### src/hw/rtl/servo_bus_packet_framer_top_assert.svh
// assertion macros shared by the framer modules
`ifndef SERVO_BUS_PACKET_FRAMER_TOP_ASSERT_SVH
`define SERVO_BUS_PACKET_FRAMER_TOP_ASSERT_SVH

// same-cycle implication, checked outside reset
`define SBPF_ASSERT_IMPL(label, clk, rst_n, ante, cons) \
  label: assert property (@(posedge clk) disable iff (!rst_n) (ante) |-> (cons)) \
    else $error("sbpf assertion failed");

// next-cycle implication, checked outside reset
`define SBPF_ASSERT_NEXT(label, clk, rst_n, ante, cons) \
  label: assert property (@(posedge clk) disable iff (!rst_n) (ante) |=> (cons)) \
    else $error("sbpf assertion failed");

`endif

### src/hw/rtl/sbpf_pkg.sv
package sbpf_pkg;

  // frame constants
  localparam logic [7:0] HDR_BYTE = 8'hFF;
  localparam int MAX_PARAMS_DEF = 16;
  localparam int QUEUE_DEPTH_DEF = 4;

  // input item kinds carried on tuser
  typedef enum logic {
    CMD_START = 1'b0,
    CMD_PARAM = 1'b1
  } cmd_t;

  // one classified item handed from the front to the back
  typedef struct packed {
    logic       is_start;   // header entry, else parameter entry
    logic [7:0] data;       // servo id on start, parameter byte otherwise
    logic [7:0] length;     // length byte, start only
    logic [7:0] instr;      // instruction byte, start only
    logic [7:0] checksum;   // checksum byte if this entry closes the frame
    logic       close;      // entry ends with the checksum byte
  } entry_t;

  // byte slots of the back sequencer
  localparam int STEP_W = 3;
  localparam logic [STEP_W-1:0] STEP_HDR0  = 3'd0;
  localparam logic [STEP_W-1:0] STEP_HDR1  = 3'd1;
  localparam logic [STEP_W-1:0] STEP_ID    = 3'd2;
  localparam logic [STEP_W-1:0] STEP_LEN   = 3'd3;
  localparam logic [STEP_W-1:0] STEP_INSTR = 3'd4;
  localparam logic [STEP_W-1:0] STEP_CKSUM = 3'd5;

endpackage

### src/hw/rtl/sbpf_front.sv
`include "servo_bus_packet_framer_top_assert.svh"

module sbpf_front #(
  parameter int MAX_PARAMS = sbpf_pkg::MAX_PARAMS_DEF
) (
  input  logic               clk,
  input  logic               rst_n,
  input  logic               in_fire,
  input  sbpf_pkg::cmd_t     cmd,
  input  logic [7:0]         target_addr,
  input  logic [7:0]         instruction,
  input  logic [7:0]         param_count,
  input  logic [7:0]         param_byte,
  output logic               push,
  output sbpf_pkg::entry_t   push_entry
);

  localparam int CNT_W = $clog2(MAX_PARAMS + 1);
  localparam logic [7:0] MAX_P8 = 8'(MAX_PARAMS);

  logic             frame_open_r, frame_open_nxt;
  logic [CNT_W-1:0] params_left_r, params_left_nxt;
  logic [7:0]       running_sum_r, running_sum_nxt;

  logic [7:0] cnt_clamped;
  logic [7:0] len_byte;
  logic [7:0] start_sum;
  logic [7:0] param_sum;
  logic       last_param;

  // header arithmetic for a start item
  assign cnt_clamped = (param_count > MAX_P8) ? MAX_P8 : param_count;
  assign len_byte    = 8'd2 + cnt_clamped;
  assign start_sum   = target_addr + len_byte + instruction;
  assign param_sum   = running_sum_r + param_byte;
  assign last_param  = (params_left_r == CNT_W'(1));

  // classify the item and update the frame state
  always_comb begin
    frame_open_nxt  = frame_open_r;
    params_left_nxt = params_left_r;
    running_sum_nxt = running_sum_r;
    push            = 1'b0;
    push_entry      = '0;
    if (in_fire) begin
      unique case (cmd)
        sbpf_pkg::CMD_START: begin
          push                = 1'b1;
          push_entry.is_start = 1'b1;
          push_entry.data     = target_addr;
          push_entry.length   = len_byte;
          push_entry.instr    = instruction;
          push_entry.checksum = ~start_sum;
          push_entry.close    = (cnt_clamped == 8'd0);
          running_sum_nxt     = start_sum;
          params_left_nxt     = cnt_clamped[CNT_W-1:0];
          frame_open_nxt      = (cnt_clamped != 8'd0);
        end
        sbpf_pkg::CMD_PARAM: begin
          if (!frame_open_r || params_left_r == '0) begin
            frame_open_nxt = 1'b0;
          end else begin
            push                = 1'b1;
            push_entry.is_start = 1'b0;
            push_entry.data     = param_byte;
            push_entry.checksum = ~param_sum;
            push_entry.close    = last_param;
            running_sum_nxt     = param_sum;
            params_left_nxt     = params_left_r - CNT_W'(1);
            if (last_param) begin
              frame_open_nxt = 1'b0;
            end
          end
        end
        default: begin
          frame_open_nxt = frame_open_r;
        end
      endcase
    end
  end

  // frame state registers
  always_ff @(posedge clk) begin
    if (!rst_n) begin
      frame_open_r  <= 1'b0;
      params_left_r <= '0;
      running_sum_r <= '0;
    end else begin
      frame_open_r  <= frame_open_nxt;
      params_left_r <= params_left_nxt;
      running_sum_r <= running_sum_nxt;
    end
  end

  // an open frame always expects at least one more parameter
  `SBPF_ASSERT_IMPL(a_open_has_params, clk, rst_n, frame_open_r, params_left_r != '0)
  // a closing parameter leaves no frame open
  `SBPF_ASSERT_NEXT(a_close_clears_open, clk, rst_n, push && push_entry.close, !frame_open_r)

endmodule

### src/hw/rtl/sbpf_queue.sv
`include "servo_bus_packet_framer_top_assert.svh"

module sbpf_queue #(
  parameter int DEPTH = sbpf_pkg::QUEUE_DEPTH_DEF
) (
  input  logic             clk,
  input  logic             rst_n,
  input  logic             push,
  input  sbpf_pkg::entry_t push_entry,
  input  logic             pop,
  output logic             full,
  output logic             head_valid,
  output sbpf_pkg::entry_t head
);

  localparam int PTR_W = (DEPTH > 1) ? $clog2(DEPTH) : 1;
  localparam int CNT_W = $clog2(DEPTH + 1);
  localparam logic [PTR_W-1:0] PTR_LAST = PTR_W'(DEPTH - 1);
  localparam logic [CNT_W-1:0] CNT_FULL = CNT_W'(DEPTH);

  sbpf_pkg::entry_t slot_r [DEPTH];
  logic [PTR_W-1:0] wr_ptr_r, wr_ptr_nxt;
  logic [PTR_W-1:0] rd_ptr_r, rd_ptr_nxt;
  logic [CNT_W-1:0] count_r, count_nxt;

  assign full       = (count_r == CNT_FULL);
  assign head_valid = (count_r != '0);
  assign head       = slot_r[rd_ptr_r];

  // pointer and fill count update
  always_comb begin
    wr_ptr_nxt = wr_ptr_r;
    rd_ptr_nxt = rd_ptr_r;
    count_nxt  = count_r;
    if (push) begin
      wr_ptr_nxt = (wr_ptr_r == PTR_LAST) ? '0 : wr_ptr_r + PTR_W'(1);
    end
    if (pop) begin
      rd_ptr_nxt = (rd_ptr_r == PTR_LAST) ? '0 : rd_ptr_r + PTR_W'(1);
    end
    if (push && !pop) begin
      count_nxt = count_r + CNT_W'(1);
    end else if (pop && !push) begin
      count_nxt = count_r - CNT_W'(1);
    end
  end

  always_ff @(posedge clk) begin
    if (!rst_n) begin
      wr_ptr_r <= '0;
      rd_ptr_r <= '0;
      count_r  <= '0;
    end else begin
      wr_ptr_r <= wr_ptr_nxt;
      rd_ptr_r <= rd_ptr_nxt;
      count_r  <= count_nxt;
    end
  end

  // entry storage
  always_ff @(posedge clk) begin
    if (push) begin
      slot_r[wr_ptr_r] <= push_entry;
    end
  end

  `SBPF_ASSERT_IMPL(a_no_overflow, clk, rst_n, push, !full || pop)
  `SBPF_ASSERT_IMPL(a_no_underflow, clk, rst_n, pop, count_r != '0)

endmodule

### src/hw/rtl/sbpf_back.sv
`include "servo_bus_packet_framer_top_assert.svh"

module sbpf_back (
  input  logic             clk,
  input  logic             rst_n,
  input  logic             head_valid,
  input  sbpf_pkg::entry_t head,
  output logic             pop,
  output logic             out_tvalid,
  input  logic             out_tready,
  output logic [7:0]       out_tdata,
  output logic             out_tlast
);

  logic [sbpf_pkg::STEP_W-1:0] step_r, step_nxt;
  logic [sbpf_pkg::STEP_W-1:0] last_step;
  logic                        out_valid_r, out_valid_nxt;
  logic [7:0]                  out_byte_r, out_byte_nxt;
  logic                        frame_end_r, frame_end_nxt;
  logic                        load;
  logic                        at_last;

  // last byte slot of the head entry
  always_comb begin
    if (head.is_start) begin
      last_step = head.close ? sbpf_pkg::STEP_CKSUM : sbpf_pkg::STEP_INSTR;
    end else begin
      last_step = head.close ? sbpf_pkg::STEP_HDR1 : sbpf_pkg::STEP_HDR0;
    end
  end

  assign load    = head_valid && (!out_valid_r || out_tready);
  assign at_last = (step_r == last_step);
  assign pop     = load && at_last;

  // pick the byte for the current slot
  always_comb begin
    out_byte_nxt  = out_byte_r;
    frame_end_nxt = frame_end_r;
    out_valid_nxt = out_valid_r && !out_tready;
    step_nxt      = step_r;
    if (load) begin
      out_valid_nxt = 1'b1;
      frame_end_nxt = head.close && at_last;
      step_nxt      = at_last ? '0 : step_r + sbpf_pkg::STEP_W'(1);
      if (head.is_start) begin
        unique case (step_r)
          sbpf_pkg::STEP_HDR0:  out_byte_nxt = sbpf_pkg::HDR_BYTE;
          sbpf_pkg::STEP_HDR1:  out_byte_nxt = sbpf_pkg::HDR_BYTE;
          sbpf_pkg::STEP_ID:    out_byte_nxt = head.data;
          sbpf_pkg::STEP_LEN:   out_byte_nxt = head.length;
          sbpf_pkg::STEP_INSTR: out_byte_nxt = head.instr;
          default:              out_byte_nxt = head.checksum;
        endcase
      end else begin
        out_byte_nxt = (step_r == sbpf_pkg::STEP_HDR0) ? head.data : head.checksum;
      end
    end
  end

  always_ff @(posedge clk) begin
    if (!rst_n) begin
      step_r      <= '0;
      out_valid_r <= 1'b0;
    end else begin
      step_r      <= step_nxt;
      out_valid_r <= out_valid_nxt;
    end
  end

  // output payload register
  always_ff @(posedge clk) begin
    out_byte_r  <= out_byte_nxt;
    frame_end_r <= frame_end_nxt;
  end

  assign out_tvalid = out_valid_r;
  assign out_tdata  = out_byte_r;
  assign out_tlast  = frame_end_r;

  // the slot counter never runs past the head entry
  `SBPF_ASSERT_IMPL(a_step_bound, clk, rst_n, head_valid, step_r <= last_step)
  // slot counter rests at zero between entries
  `SBPF_ASSERT_NEXT(a_step_rewind, clk, rst_n, pop, step_r == '0)

endmodule

### src/hw/rtl/servo_bus_packet_framer_top.sv
// Servo-bus instruction frame builder. A start transfer (in_tuser = 0) produces the
// bytes 0xFF, 0xFF, id, length (2 plus the count clamped to MAX_PARAMS) and
// instruction, followed by the checksum with out_tlast set when the count is zero.
// Each parameter transfer (in_tuser = 1) of an open frame produces its byte, plus
// the checksum with out_tlast after the last expected parameter; other parameters
// are dropped, and a start abandons any open frame. The input side takes one
// transfer per cycle while the QUEUE_DEPTH-entry queue between the classifier and
// the byte sequencer has room; the output side sends one byte per cycle while
// out_tready is high; a start yields 5 or 6 bytes and a parameter 1 or 2, so the byte
// sequencer sets the sustained rate.
module servo_bus_packet_framer_top #(
  parameter int MAX_PARAMS  = sbpf_pkg::MAX_PARAMS_DEF,
  parameter int QUEUE_DEPTH = sbpf_pkg::QUEUE_DEPTH_DEF
) (
  input  logic        clk,
  input  logic        rst_n,
  input  logic        in_tvalid,
  output logic        in_tready,
  input  logic [31:0] in_tdata,   // target_addr, instruction, param_count, param_byte
  input  logic        in_tuser,   // cmd
  output logic        out_tvalid,
  input  logic        out_tready,
  output logic [7:0]  out_tdata,  // out_byte
  output logic        out_tlast
);

  logic             in_fire;
  logic             q_full;
  logic             push;
  sbpf_pkg::entry_t push_entry;
  logic             pop;
  logic             head_valid;
  sbpf_pkg::entry_t head;

  assign in_tready = !q_full;
  assign in_fire   = in_tvalid && in_tready;

  // classify incoming transfers
  sbpf_front #(
    .MAX_PARAMS (MAX_PARAMS)
  ) u_front (
    .clk         (clk),
    .rst_n       (rst_n),
    .in_fire     (in_fire),
    .cmd         (sbpf_pkg::cmd_t'(in_tuser)),
    .target_addr (in_tdata[7:0]),
    .instruction (in_tdata[15:8]),
    .param_count (in_tdata[23:16]),
    .param_byte  (in_tdata[31:24]),
    .push        (push),
    .push_entry  (push_entry)
  );

  // decoupling queue
  sbpf_queue #(
    .DEPTH (QUEUE_DEPTH)
  ) u_queue (
    .clk        (clk),
    .rst_n      (rst_n),
    .push       (push),
    .push_entry (push_entry),
    .pop        (pop),
    .full       (q_full),
    .head_valid (head_valid),
    .head       (head)
  );

  // byte sequencer
  sbpf_back u_back (
    .clk        (clk),
    .rst_n      (rst_n),
    .head_valid (head_valid),
    .head       (head),
    .pop        (pop),
    .out_tvalid (out_tvalid),
    .out_tready (out_tready),
    .out_tdata  (out_tdata),
    .out_tlast  (out_tlast)
  );

endmodule
### config.mk
export PLATFORM = sky130hd
export DESIGN_NAME = servo_bus_packet_framer_top
export DESIGN_NICKNAME = d
export VERILOG_FILES = /design/src/hw/rtl/sbpf_pkg.sv /design/src/hw/rtl/sbpf_front.sv /design/src/hw/rtl/sbpf_queue.sv /design/src/hw/rtl/sbpf_back.sv /design/src/hw/rtl/servo_bus_packet_framer_top.sv
export VERILOG_INCLUDE_DIRS = /design/src /design/src/hw/rtl
export SDC_FILE = /design/constraint.sdc
export NUM_CORES = 1
export LEC_CHECK = 0
export BUFFER_PORTS_ARGS = -buffer_cell sky130_fd_sc_hd__buf_2
export CORE_UTILIZATION = 28
export CTS_BUF_LIST = sky130_fd_sc_hd__clkbuf_4 sky130_fd_sc_hd__clkbuf_8
export DETAILED_ROUTE_END_ITERATION = 8
export PLACE_DENSITY = 0.54
export SLEW_MARGIN = 20
export SYNTH_ARGS = -nofsm -noshare
export SYNTH_HDL_FRONTEND = slang
export SYNTH_SLANG_ARGS = --single-unit
### constraint.sdc
create_clock -name clk -period 9.55 [get_ports clk]
set_clock_uncertainty 0.15 [all_clocks]
set_input_delay 2.865 -clock clk [delete_from_list [all_inputs] [get_ports clk]]
set_output_delay 2.865 -clock clk [all_outputs]
set_load 0.02 [all_outputs]
==> results.txt, run 1 <==
----------------------------------------------------
[Placement]
  HPWL after detailed placement ... between 10000 and 15000 um
  Count of input and output buffers ... 47
  Placed cell count ... roughly 960
  Weighted congestion at the end of routability-driven global placement ... 0.843

[Job]
  Reported max-cap violation count ... 0

[CTS]
  Clock slew seen by the registers of the worst setup and hold paths ... 90 ps
  Number of post-CTS setup repair buffers ... 0
  Worst skew pair latency ... 450 ps
  # resized after CTS ... 0
  Number of H-tree levels ... 4
  Quantity of hold-fixing buffers added after cts ... 0
  CTS sink count ... ~170
  TritonCTS clock tree ... done
  Worst-case clock buffer depth ... 2
  CTS Root Cell ... sky130_fd_sc_hd__clkbuf_8
  Inserted Clock Buffers ... 17

[Global routing]
  Remaining global-route overflow ... 0
  Number of global-route vias before repair ... between 5000 and 6000
  Maximum number of pins on one net before global-route repair ... 35
  First-pass GRT wire length ... 29000 um
  Antenna violations before repair ... 0
  Gr usage total ... 13.7%

[Setup path]
  Kind of start point of the critical path ... primary input
  Critical path's top delay family ... compound AO/OA/AOI/OAI gates
  Maximum fanout count along the critical path ... 5
  Data arrival time of the worst path ... just under 6000 ps
  Highest cell delay on the worst timing path ... ~670 ps
  Critical Path Most Common Cell ... sky130_fd_sc_hd__fa_1
  Crit path required time ... between 9000 and 10000 ps
  Count of buffering cells on the critical path with inverters included ... 1
  Critical path class ... in -> reg
  Crit-path slowest cell ... sky130_fd_sc_hd__or4_1
  Ordered cell list for the critical path ... buf_2 -> or4_1 -> nor2_1 -> fa_1 -> fa_1 -> a211oi_1 -> o21ai_0 -> a211o_1 -> a21oi_1 -> a21o_1
  Crit path capture type ... flop

[Timing]
  Final setup violation count ... 0
  Fin Setup TNS ... 0 ps
  Final hold violation count ... 0
  Slew Limit Headroom ... 31.3%
  Shortest clock period the worst path allows after layout ... approximately 5800 ps
  Setup repair after global routing missed its margin ... false
  Worst hold margin ... around 350 ps
  Final critical-path share of the clock period ... between 60% and 70%
  Slew Viols, Final ... 0
  Measured slew at the worst slew-check pin ... slightly above 1000 ps
  Maximum clock frequency ... 0.173 GHz

[Cells and area]
  Diodes inserted ... 0
  Core occupancy in the finished layout ... approximately 32%
  Final Net Count ... 670
  Share of cells above drive strength 1 ... between 20 and 25%
  Post-layout instance count excluding filler cells ... between 900 and 1000
  Number of fillers in the final layout ... ~2800
  Relative area change from synthesis to final layout ... 13.7%

[Yosys]
  Post-synthesis cell area ... roughly 0.0080 mm2
  Number of synthesized flops with an enable pin ... approximately 150
  Gate count of the mapped netlist ... around 540
  Average footprint of a synthesized cell ... 14.9 um2
  #FFs+latches synth ... roughly 170
  Number of warnings issued by yosys ... 0
  Fraction of synthesis flops using an asynchronous set or reset pin ... 0%
  Sequential cell area fraction in the yosys report ... between 60% and 70%
  Unique cell type count in the Yosys netlist ... 67
  Dominant synthesized flop cell ... sky130_fd_sc_hd__edfxtp_1

[Floorplanning]
  Die Y ... about 170 um
  Core Rows ... ~60
  Area of the core ... 0.0279 mm2
  IO Pins ... 48
  Initial standard-cell utilization of the core ... between 20% and 30%
  Area of the die ... between 0.02 and 0.03 mm2
  Die width ... approximately 170 um

[Drt]
  Initial DRT Pass Iterations ... 5
  Drt initial violations ... between 300 and 400
  Via/cell ratio ... 4.90
  DRC violation count after routing ... 0
  Vias post-DR ... 4846
  DRT Wirelength ... ~19000 um
  Detail Route Antenna Nets ... 0
  Avg WL per Cell ... around 19 um

[Power and ir drop]
  Worst voltage drop across the vdd grid ... 0.000101 V
  Power density over cell area ... 233 mW/mm2
  Leakage power figure ... ~3.1 nW

[Run status]
  Status ... finished clean

[Min path]
  Worst hold path type ... reg -> reg

----------------------------------------------------
[worst register-to-register path, delay by kind of cell, from the launching register on]
family	cells	cell delay, ps
xor gates and xnor gates	2	370
adders and majority gates	2	600
and+or+nand+nor	2	470
DFF	1	320
buffers and inverters	2	640
muxes	1	800
AOI/OAI and AO/OA	1	230
[layout make-up]
type	instances	area, um2	area share [%]
Multi-Input combinational cell	331	2920	32.2
Clock buffer	23	304	3.35
Sequential cell	172	4900	54.0
Clock inverter	9	111	1.23
Inverter	22	82.6	0.910
Timing Repair Buffer	54	288	3.17
Tap cell	378	473	5.21
[cells in the final DEF (no fill, tap or decap), types with 3 or more instances in the layout]
cell type and n:
sky130_fd_sc_hd__edfxtp_1 145, sky130_fd_sc_hd__buf_2 47, sky130_fd_sc_hd__mux4_2 34, sky130_fd_sc_hd__nor2_1 33
sky130_fd_sc_hd__dfxtp_1 26, sky130_fd_sc_hd__ha_1 25, sky130_fd_sc_hd__nand2_1 23, sky130_fd_sc_hd__clkbuf_8 21
sky130_fd_sc_hd__inv_1 19, sky130_fd_sc_hd__o21ai_0 19, sky130_fd_sc_hd__and2_1 15, sky130_fd_sc_hd__a22oi_1 15
sky130_fd_sc_hd__a211oi_1 15, sky130_fd_sc_hd__conb_1 14, sky130_fd_sc_hd__a21oi_1 13, sky130_fd_sc_hd__fa_1 10
sky130_fd_sc_hd__xnor2_1 9, sky130_fd_sc_hd__and3_1 8, sky130_fd_sc_hd__a31oi_1 8, sky130_fd_sc_hd__buf_4 7
sky130_fd_sc_hd__a21boi_0 6, sky130_fd_sc_hd__nor2b_1 5, sky130_fd_sc_hd__nand3_1 5, sky130_fd_sc_hd__xor2_1 5
sky130_fd_sc_hd__a22o_1 5, sky130_fd_sc_hd__nor3_1 4, sky130_fd_sc_hd__a21o_1 4, sky130_fd_sc_hd__o21a_1 4
sky130_fd_sc_hd__mux2i_1 4, sky130_fd_sc_hd__nand2b_1 3, sky130_fd_sc_hd__nor4_1 3, sky130_fd_sc_hd__o21bai_1 3
sky130_fd_sc_hd__o22ai_1 3, sky130_fd_sc_hd__clkinv_4 3
[cells in the mapped netlist, types with 5 or more instances]
library cell	n	area (um2)
sky130_fd_sc_hd__xnor2_1	9	78.8
sky130_fd_sc_hd__a31oi_1	8	50.1
sky130_fd_sc_hd__a22o_1	5	43.8
sky130_fd_sc_hd__nand3_1	5	25.0
sky130_fd_sc_hd__inv_1	19	71.3
sky130_fd_sc_hd__ha_1	25	313
sky130_fd_sc_hd__and3_1	8	50.1
sky130_fd_sc_hd__and2_1	15	93.8
sky130_fd_sc_hd__nor2_1	33	124
sky130_fd_sc_hd__dfxtp_1	27	541
sky130_fd_sc_hd__o21ai_0	19	95.1
sky130_fd_sc_hd__nor2b_1	5	31.3
sky130_fd_sc_hd__nand2_1	23	86.3
sky130_fd_sc_hd__a211oi_1	15	113
sky130_fd_sc_hd__a21oi_1	13	65.1
sky130_fd_sc_hd__xor2_1	5	43.8
sky130_fd_sc_hd__clkbuf_1	9	33.8
sky130_fd_sc_hd__buf_2	6	30.0
sky130_fd_sc_hd__fa_1	10	200
sky130_fd_sc_hd__edfxtp_1	145	4350
sky130_fd_sc_hd__mux4_2	34	766
sky130_fd_sc_hd__buf_6	5	56.3
sky130_fd_sc_hd__a22oi_1	15	113
sky130_fd_sc_hd__a21boi_0	6	45.0
[registers in the layout, indices dropped and copies added, names as in the netlist, named ones only]
| name | cells |
|---|---|
| u_back.out_tvalid | 1 |
| u_front.running_sum_r | 8 |
| u_back.out_tdata | 8 |
| u_queue.count_r | 3 |
| u_front.params_left_r | 5 |
| u_back.step_r | 3 |
| u_queue.rd_ptr_r | 2 |
| u_queue.wr_ptr_r | 2 |
| u_queue.slot_r | 136 |
| u_back.out_tlast | 1 |
| u_front.frame_open_r | 1 |
[cell families (layout without fill, tap and decap cells)]
logic type | after synthesis | after routing | synth area share, %
muxes | 39 | 39 | 10.2
adders and majority gates | 35 | 35 | 6.43
xor gates and xnor gates | 15 | 15 | 1.88
DFF | 172 | 172 | 61.3
AOI/OAI and AO/OA | 113 | 113 | 9.78
and+or+nand+nor | 115 | 115 | 7.60
buffers and inverters | 44 | 108 | 2.68
other | 2 | 14 | 0.0941
[worst paths after layout]
kind | startpoint | end | slack (ps) | cells after the start
worst max-delay path | in_tdata[23] | u_queue.slot_r[2][8] | 3780 | 10
worst min-delay path | u_back.out_tvalid | u_back.out_tvalid | 350 | 2
worst max register to register | flop | u_queue.count_r[2] | 5910 | 10
worst min register to register | u_back.out_tvalid | u_back.out_tvalid | 350 | 2
[per-layer routing]
layer | routed length, um | track usage (%) | part of all wire [%]
met4 | 380 | 5.71 | 2.0
met2 | 9050 | 22.2 | 48
met3 | 922 | 2.45 | 4.9
met5 | 0 | 0 | 0
met1 | 8480 | 18.0 | 45
[per-stage QoR]
stage,setup slack (ps),cell area [um2],power [mW]
floorplan,3490,8030,1.43
global route,3580,9070,2.22
CTS,3800,9070,2.13
finish,3780,9070,2.11
global placement,3350,8660,1.59
detailed placement,3320,8660,1.61
[power by group]
part | leakage [nW] | switching, mW | internal (mW)
Sequential | 1.58 | 0.0369 | 0.911
Combinational | 1.32 | 0.383 | 0.259
Clock | 0.209 | 0.255 | 0.267
Total | 3.11 | 0.675 | 1.44
Note: power is estimated with default switching activity, not from simulation.
==> run 2, diff against run 1 <==
Settings changed: ABC_AREA set to 1.
Clock period 9.55 ns to 6.1 ns, I/O delays scaled along.
==> run 2 against run 1 <==
Area after synthesis increased by 5.4%. Register-to-register slack got worse by 3200 ps. Setup slack got worse by 2000 ps. Critical path type unchanged. Largest cell class unchanged.
==> results.txt, run 2 <==
----------------------------------------------------
[Placement]
  Count of input and output buffers ... 47 (unchanged)
  HPWL after detailed placement ... 14000 um (was 12700 um)
  Worst slack at placement ... 1330 ps (was 3320 ps)
  Cell Area, Placed ... 0.00906 mm2 (was 0.00866 mm2)
  Placed cell count ... 1277 (was 957)
  Weighted congestion at the end of routability-driven global placement ... 0.865 (was 0.843)

[CTS]
  Number of H-tree levels ... 4 (unchanged)
  Worst skew pair latency ... 460 ps (was 450 ps)
  TritonCTS clock tree ... done (unchanged)
  Inserted Clock Buffers ... 17 (unchanged)
  Worst-case clock buffer depth ... 2 (unchanged)
  Number of post-CTS setup repair buffers ... 0 (unchanged)
  Quantity of hold-fixing buffers added after cts ... 0 (unchanged)
  # resized after CTS ... 0 (unchanged)
  CTS sink count ... 172 (unchanged)
  CTS Root Cell ... sky130_fd_sc_hd__clkbuf_8 (unchanged)
  Clock slew seen by the registers of the worst setup and hold paths ... 90 ps (about the same)

[Cells and area]
  Register containing the most flip-flops in the final layout ... u_queue.slot_r (unchanged)
  Final Net Count ... 978 (was 670)
  Relative area change from synthesis to final layout ... 11.9% (was 13.7%)
  Most used cells in the layout excluding fill and tap cells ... sky130_fd_sc_hd__nand2_1, sky130_fd_sc_hd__edfxtp_1, sky130_fd_sc_hd__nand3_1, sky130_fd_sc_hd__nor2_1, sky130_fd_sc_hd__inv_1 (was sky130_fd_sc_hd__edfxtp_1, sky130_fd_sc_hd__buf_2, sky130_fd_sc_hd__mux4_2, sky130_fd_sc_hd__nor2_1, sky130_fd_sc_hd__dfxtp_1)
  Diodes inserted ... 0 (unchanged)
  Share of cells above drive strength 1 ... 11.8% (was 22.1%)
  Post-layout instance count excluding filler cells ... 1309 (was 989)
  Core occupancy in the finished layout ... 31.8% (was 32.5%)
  Most common cell after layout, fill and taps aside ... sky130_fd_sc_hd__nand2_1 (was sky130_fd_sc_hd__edfxtp_1)
  Area of all placed cells without fillers ... 0.00941 mm2 (was 0.00907 mm2)
  Max reg flops ... 136 (unchanged)

[Timing]
  Setup repair after global routing missed its margin ... false (unchanged)
  Final setup violation count ... 0 (unchanged)
  Measured slew at the worst slew-check pin ... 909 ps (was 1030 ps)
  Maximum clock frequency ... around 0.23 GHz
  Slew Viols, Final ... 0 (unchanged)
  Slew Limit Headroom ... 39.3% (was 31.3%)
  Fin Setup TNS ... 0 ps (unchanged)
  Final hold violation count ... 0 (unchanged)
  Worst hold margin ... 347 ps (about the same)
  Final critical-path share of the clock period ... 71.1%
  Shortest clock period the worst path allows after layout ... around 4300 ps
  Post-layout worst setup margin ... 1760 ps (was 3780 ps)

[Yosys]
  Number of synthesized flops with an enable pin ... 145 (unchanged)
  Gate count of the mapped netlist ... 854 (was 535)
  Number of warnings issued by yosys ... 0 (unchanged)
  Fraction of synthesis flops using an asynchronous set or reset pin ... 0% (unchanged)
  Dominant synthesized flop cell ... sky130_fd_sc_hd__edfxtp_1 (unchanged)
  Cell types with the largest area share after synthesis ... sky130_fd_sc_hd__edfxtp_1, sky130_fd_sc_hd__nand2_1, sky130_fd_sc_hd__dfxtp_1 (was sky130_fd_sc_hd__edfxtp_1, sky130_fd_sc_hd__mux4_2, sky130_fd_sc_hd__dfxtp_1)
  Portion of synthesized cell area occupied by the leading cell type ... 51.8% (was 54.5%)
  Synth area leader ... sky130_fd_sc_hd__edfxtp_1 (unchanged)
  Average footprint of a synthesized cell ... 9.85 um2 (was 14.9 um2)
  Ranking of synthesized cells by instance count ... sky130_fd_sc_hd__nand2_1, sky130_fd_sc_hd__edfxtp_1, sky130_fd_sc_hd__nand3_1 (was sky130_fd_sc_hd__edfxtp_1, sky130_fd_sc_hd__mux4_2, sky130_fd_sc_hd__nor2_1)
  Sequential cell area fraction in the yosys report ... 58.2% (was 61.3%)
  Unique cell type count in the Yosys netlist ... 41 (was 67)
  Post-synthesis cell area ... 0.00841 mm2 (was 0.00798 mm2)
  Most frequent cell after synthesis ... sky130_fd_sc_hd__nand2_1 (was sky130_fd_sc_hd__edfxtp_1)
  #FFs+latches synth ... 172 (unchanged)

[Floorplanning]
  Die width ... 175 um (was 171 um)
  Initial standard-cell utilization of the core ... 28.4% (was 28.6%)
  Core Rows ... 63 (was 61)
  Die Y ... 175 um (was 171 um)
  Area of the core ... 0.0296 mm2 (was 0.0279 mm2)
  Area of the die ... 0.0307 mm2 (was 0.0292 mm2)
  IO Pins ... 48 (unchanged)

[Global routing]
  Gr usage total ... 14.1% (was 13.7%)
  Antenna violations before repair ... 0 (unchanged)
  First-pass GRT wire length ... 32300 um (was 29000 um)
  Remaining global-route overflow ... 0 (unchanged)
  Maximum number of pins on one net before global-route repair ... 69 (was 35)
  Number of global-route vias before repair ... 5654 (was 5015)

[Power and ir drop]
  Worst voltage drop across the vdd grid ... 0.000148 V (was 0.000101 V)
  Post-layout total power ... 3.48 mW (was 2.11 mW)
  Power density over cell area ... 370 mW/mm2 (was 233 mW/mm2)
  Leakage power figure ... 3.69 nW (was 3.11 nW)

[Run status]
  Status ... finished clean (unchanged)

[Setup path]
  Critical path class ... in -> reg (unchanged)
  Data arrival time of the worst path ... 4440 ps (was 5930 ps)
  Crit path capture type ... flop (unchanged)
  Kind of start point of the critical path ... primary input (unchanged)
  Count of buffering cells on the critical path with inverters included ... 2 (was 1)
  First element of the critical path ... in_tdata[17] (was in_tdata[23])
  Highest cell delay on the worst timing path ... 500 ps (was 670 ps)
  Maximum fanout count along the critical path ... 5 (unchanged)
  Critical Path Most Common Cell ... sky130_fd_sc_hd__nand2_1 (was sky130_fd_sc_hd__fa_1)
  Crit path required time ... 6210 ps (was 9710 ps)
  Crit-path slowest cell ... sky130_fd_sc_hd__fa_1 (was sky130_fd_sc_hd__or4_1)
  Critical path's top delay family ... adder cells (was compound AO/OA/AOI/OAI gates)
  Ordered cell list for the critical path ... buf_2 -> nor2_1 -> nand2_1 -> nand2_1 -> nand3_1 -> nor2_1 -> nand2_1 -> nand2_1 -> inv_1 -> fa_1 -> fa_1 -> nand3_1 -> nand3_1 -> o21ai_0 -> nand2_1 -> a31oi_1 (was buf_2 -> or4_1 -> nor2_1 -> fa_1 -> fa_1 -> a211oi_1 -> o21ai_0 -> a211o_1 -> a21oi_1 -> a21o_1)

[Drt]
  Drt initial violations ... 455 (was 358)
  Avg WL per Cell ... 16.2 um (was 19.0 um)
  DRT Wirelength ... 21300 um (was 18800 um)
  Via/cell ratio ... 4.60 (was 4.90)
  DRC violation count after routing ... 0 (unchanged)
  Vias post-DR ... 6021 (was 4846)
  Detail Route Antenna Nets ... 0 (unchanged)
  Initial DRT Pass Iterations ... 5 (unchanged)

[Min path]
  Worst min-delay path startpoint ... u_queue.count_r[2] (was u_back.out_tvalid)
  Worst hold path type ... reg -> reg (unchanged)

[Job]
  Reported max-cap violation count ... 0 (unchanged)

----------------------------------------------------
## run 2: cell types whose count changed in the layout (fill, tap and decap cells not counted), sizes merged, moves of 8 or more
| cell | delta |
|---|---|
| a211oi | -8 |
| a21oi | +14 |
| a22oi | -15 |
| and2 | -16 |
| and3 | -8 |
| inv | +48 |
| mux4 | -34 |
| nand2 | +190 |
| nand3 | +90 |
| nor2 | +63 |
| o21ai | +35 |
| xnor2 | -8 |
## run 2: worst min-delay path, cell delays in order (launching register included)
cell,delay [ps]
sky130_fd_sc_hd__dfxtp_1,330
sky130_fd_sc_hd__inv_1,70
sky130_fd_sc_hd__a21oi_1,50
## run 2: power by group
part           switching [mW]  leakage, nW  internal, mW  total [mW]
registers              0.0609         1.58          1.45        1.51
clock network           0.412        0.170         0.331       0.743
logic                   0.865         1.94         0.365        1.23
## run 2: worst paths after layout
check | depth (start not counted) | to | slack, ps
max reg2reg | 15 | u_queue.count_r[2] | 2750
min | 2 | u_queue.count_r[2] | 350
max | 16 | u_queue.slot_r[1][6] | 1760
min reg2reg | 2 | u_queue.count_r[2] | 350
## run 2: kinds of logic (layout without fill, tap and decap cells)
family | after synthesis | after routing | synth area share (%)
flip-flops | 172 | 172 | 58.2
AND/OR/NAND/NOR | 418 | 418 | 21.3
XOR/XNOR | 6 | 6 | 0.625
other | 2 | 14 | 0.0893
adder cells (fa/ha/maj) | 35 | 35 | 6.10
buffers and inverters | 105 | 158 | 5.77
AO/OA/AOI/OAI | 115 | 115 | 7.82
multiplexers | 1 | 1 | 0.119
## run 2: layer usage
metal  share of wire (%)  vias to the layer above  GRT usage [%]
met1                  47                     2855           19.2
met2                  46                      155           22.2
met5                   0                        -              0
met3                 5.5                       14           3.55
met4                 1.1                        0           4.17
li1                    -                     2997              -
## run 2: area by class of cell
type / instances / area, um2
fillers: 3084 / 20200
flip-flops and latches: 172 / 4900
multi-input cells: 589 / 3110
well taps: 390 / 488
repair buffers: 56 / 303
inverters: 70 / 263
clock buffers: 20 / 256
clock inverters: 12 / 97.6
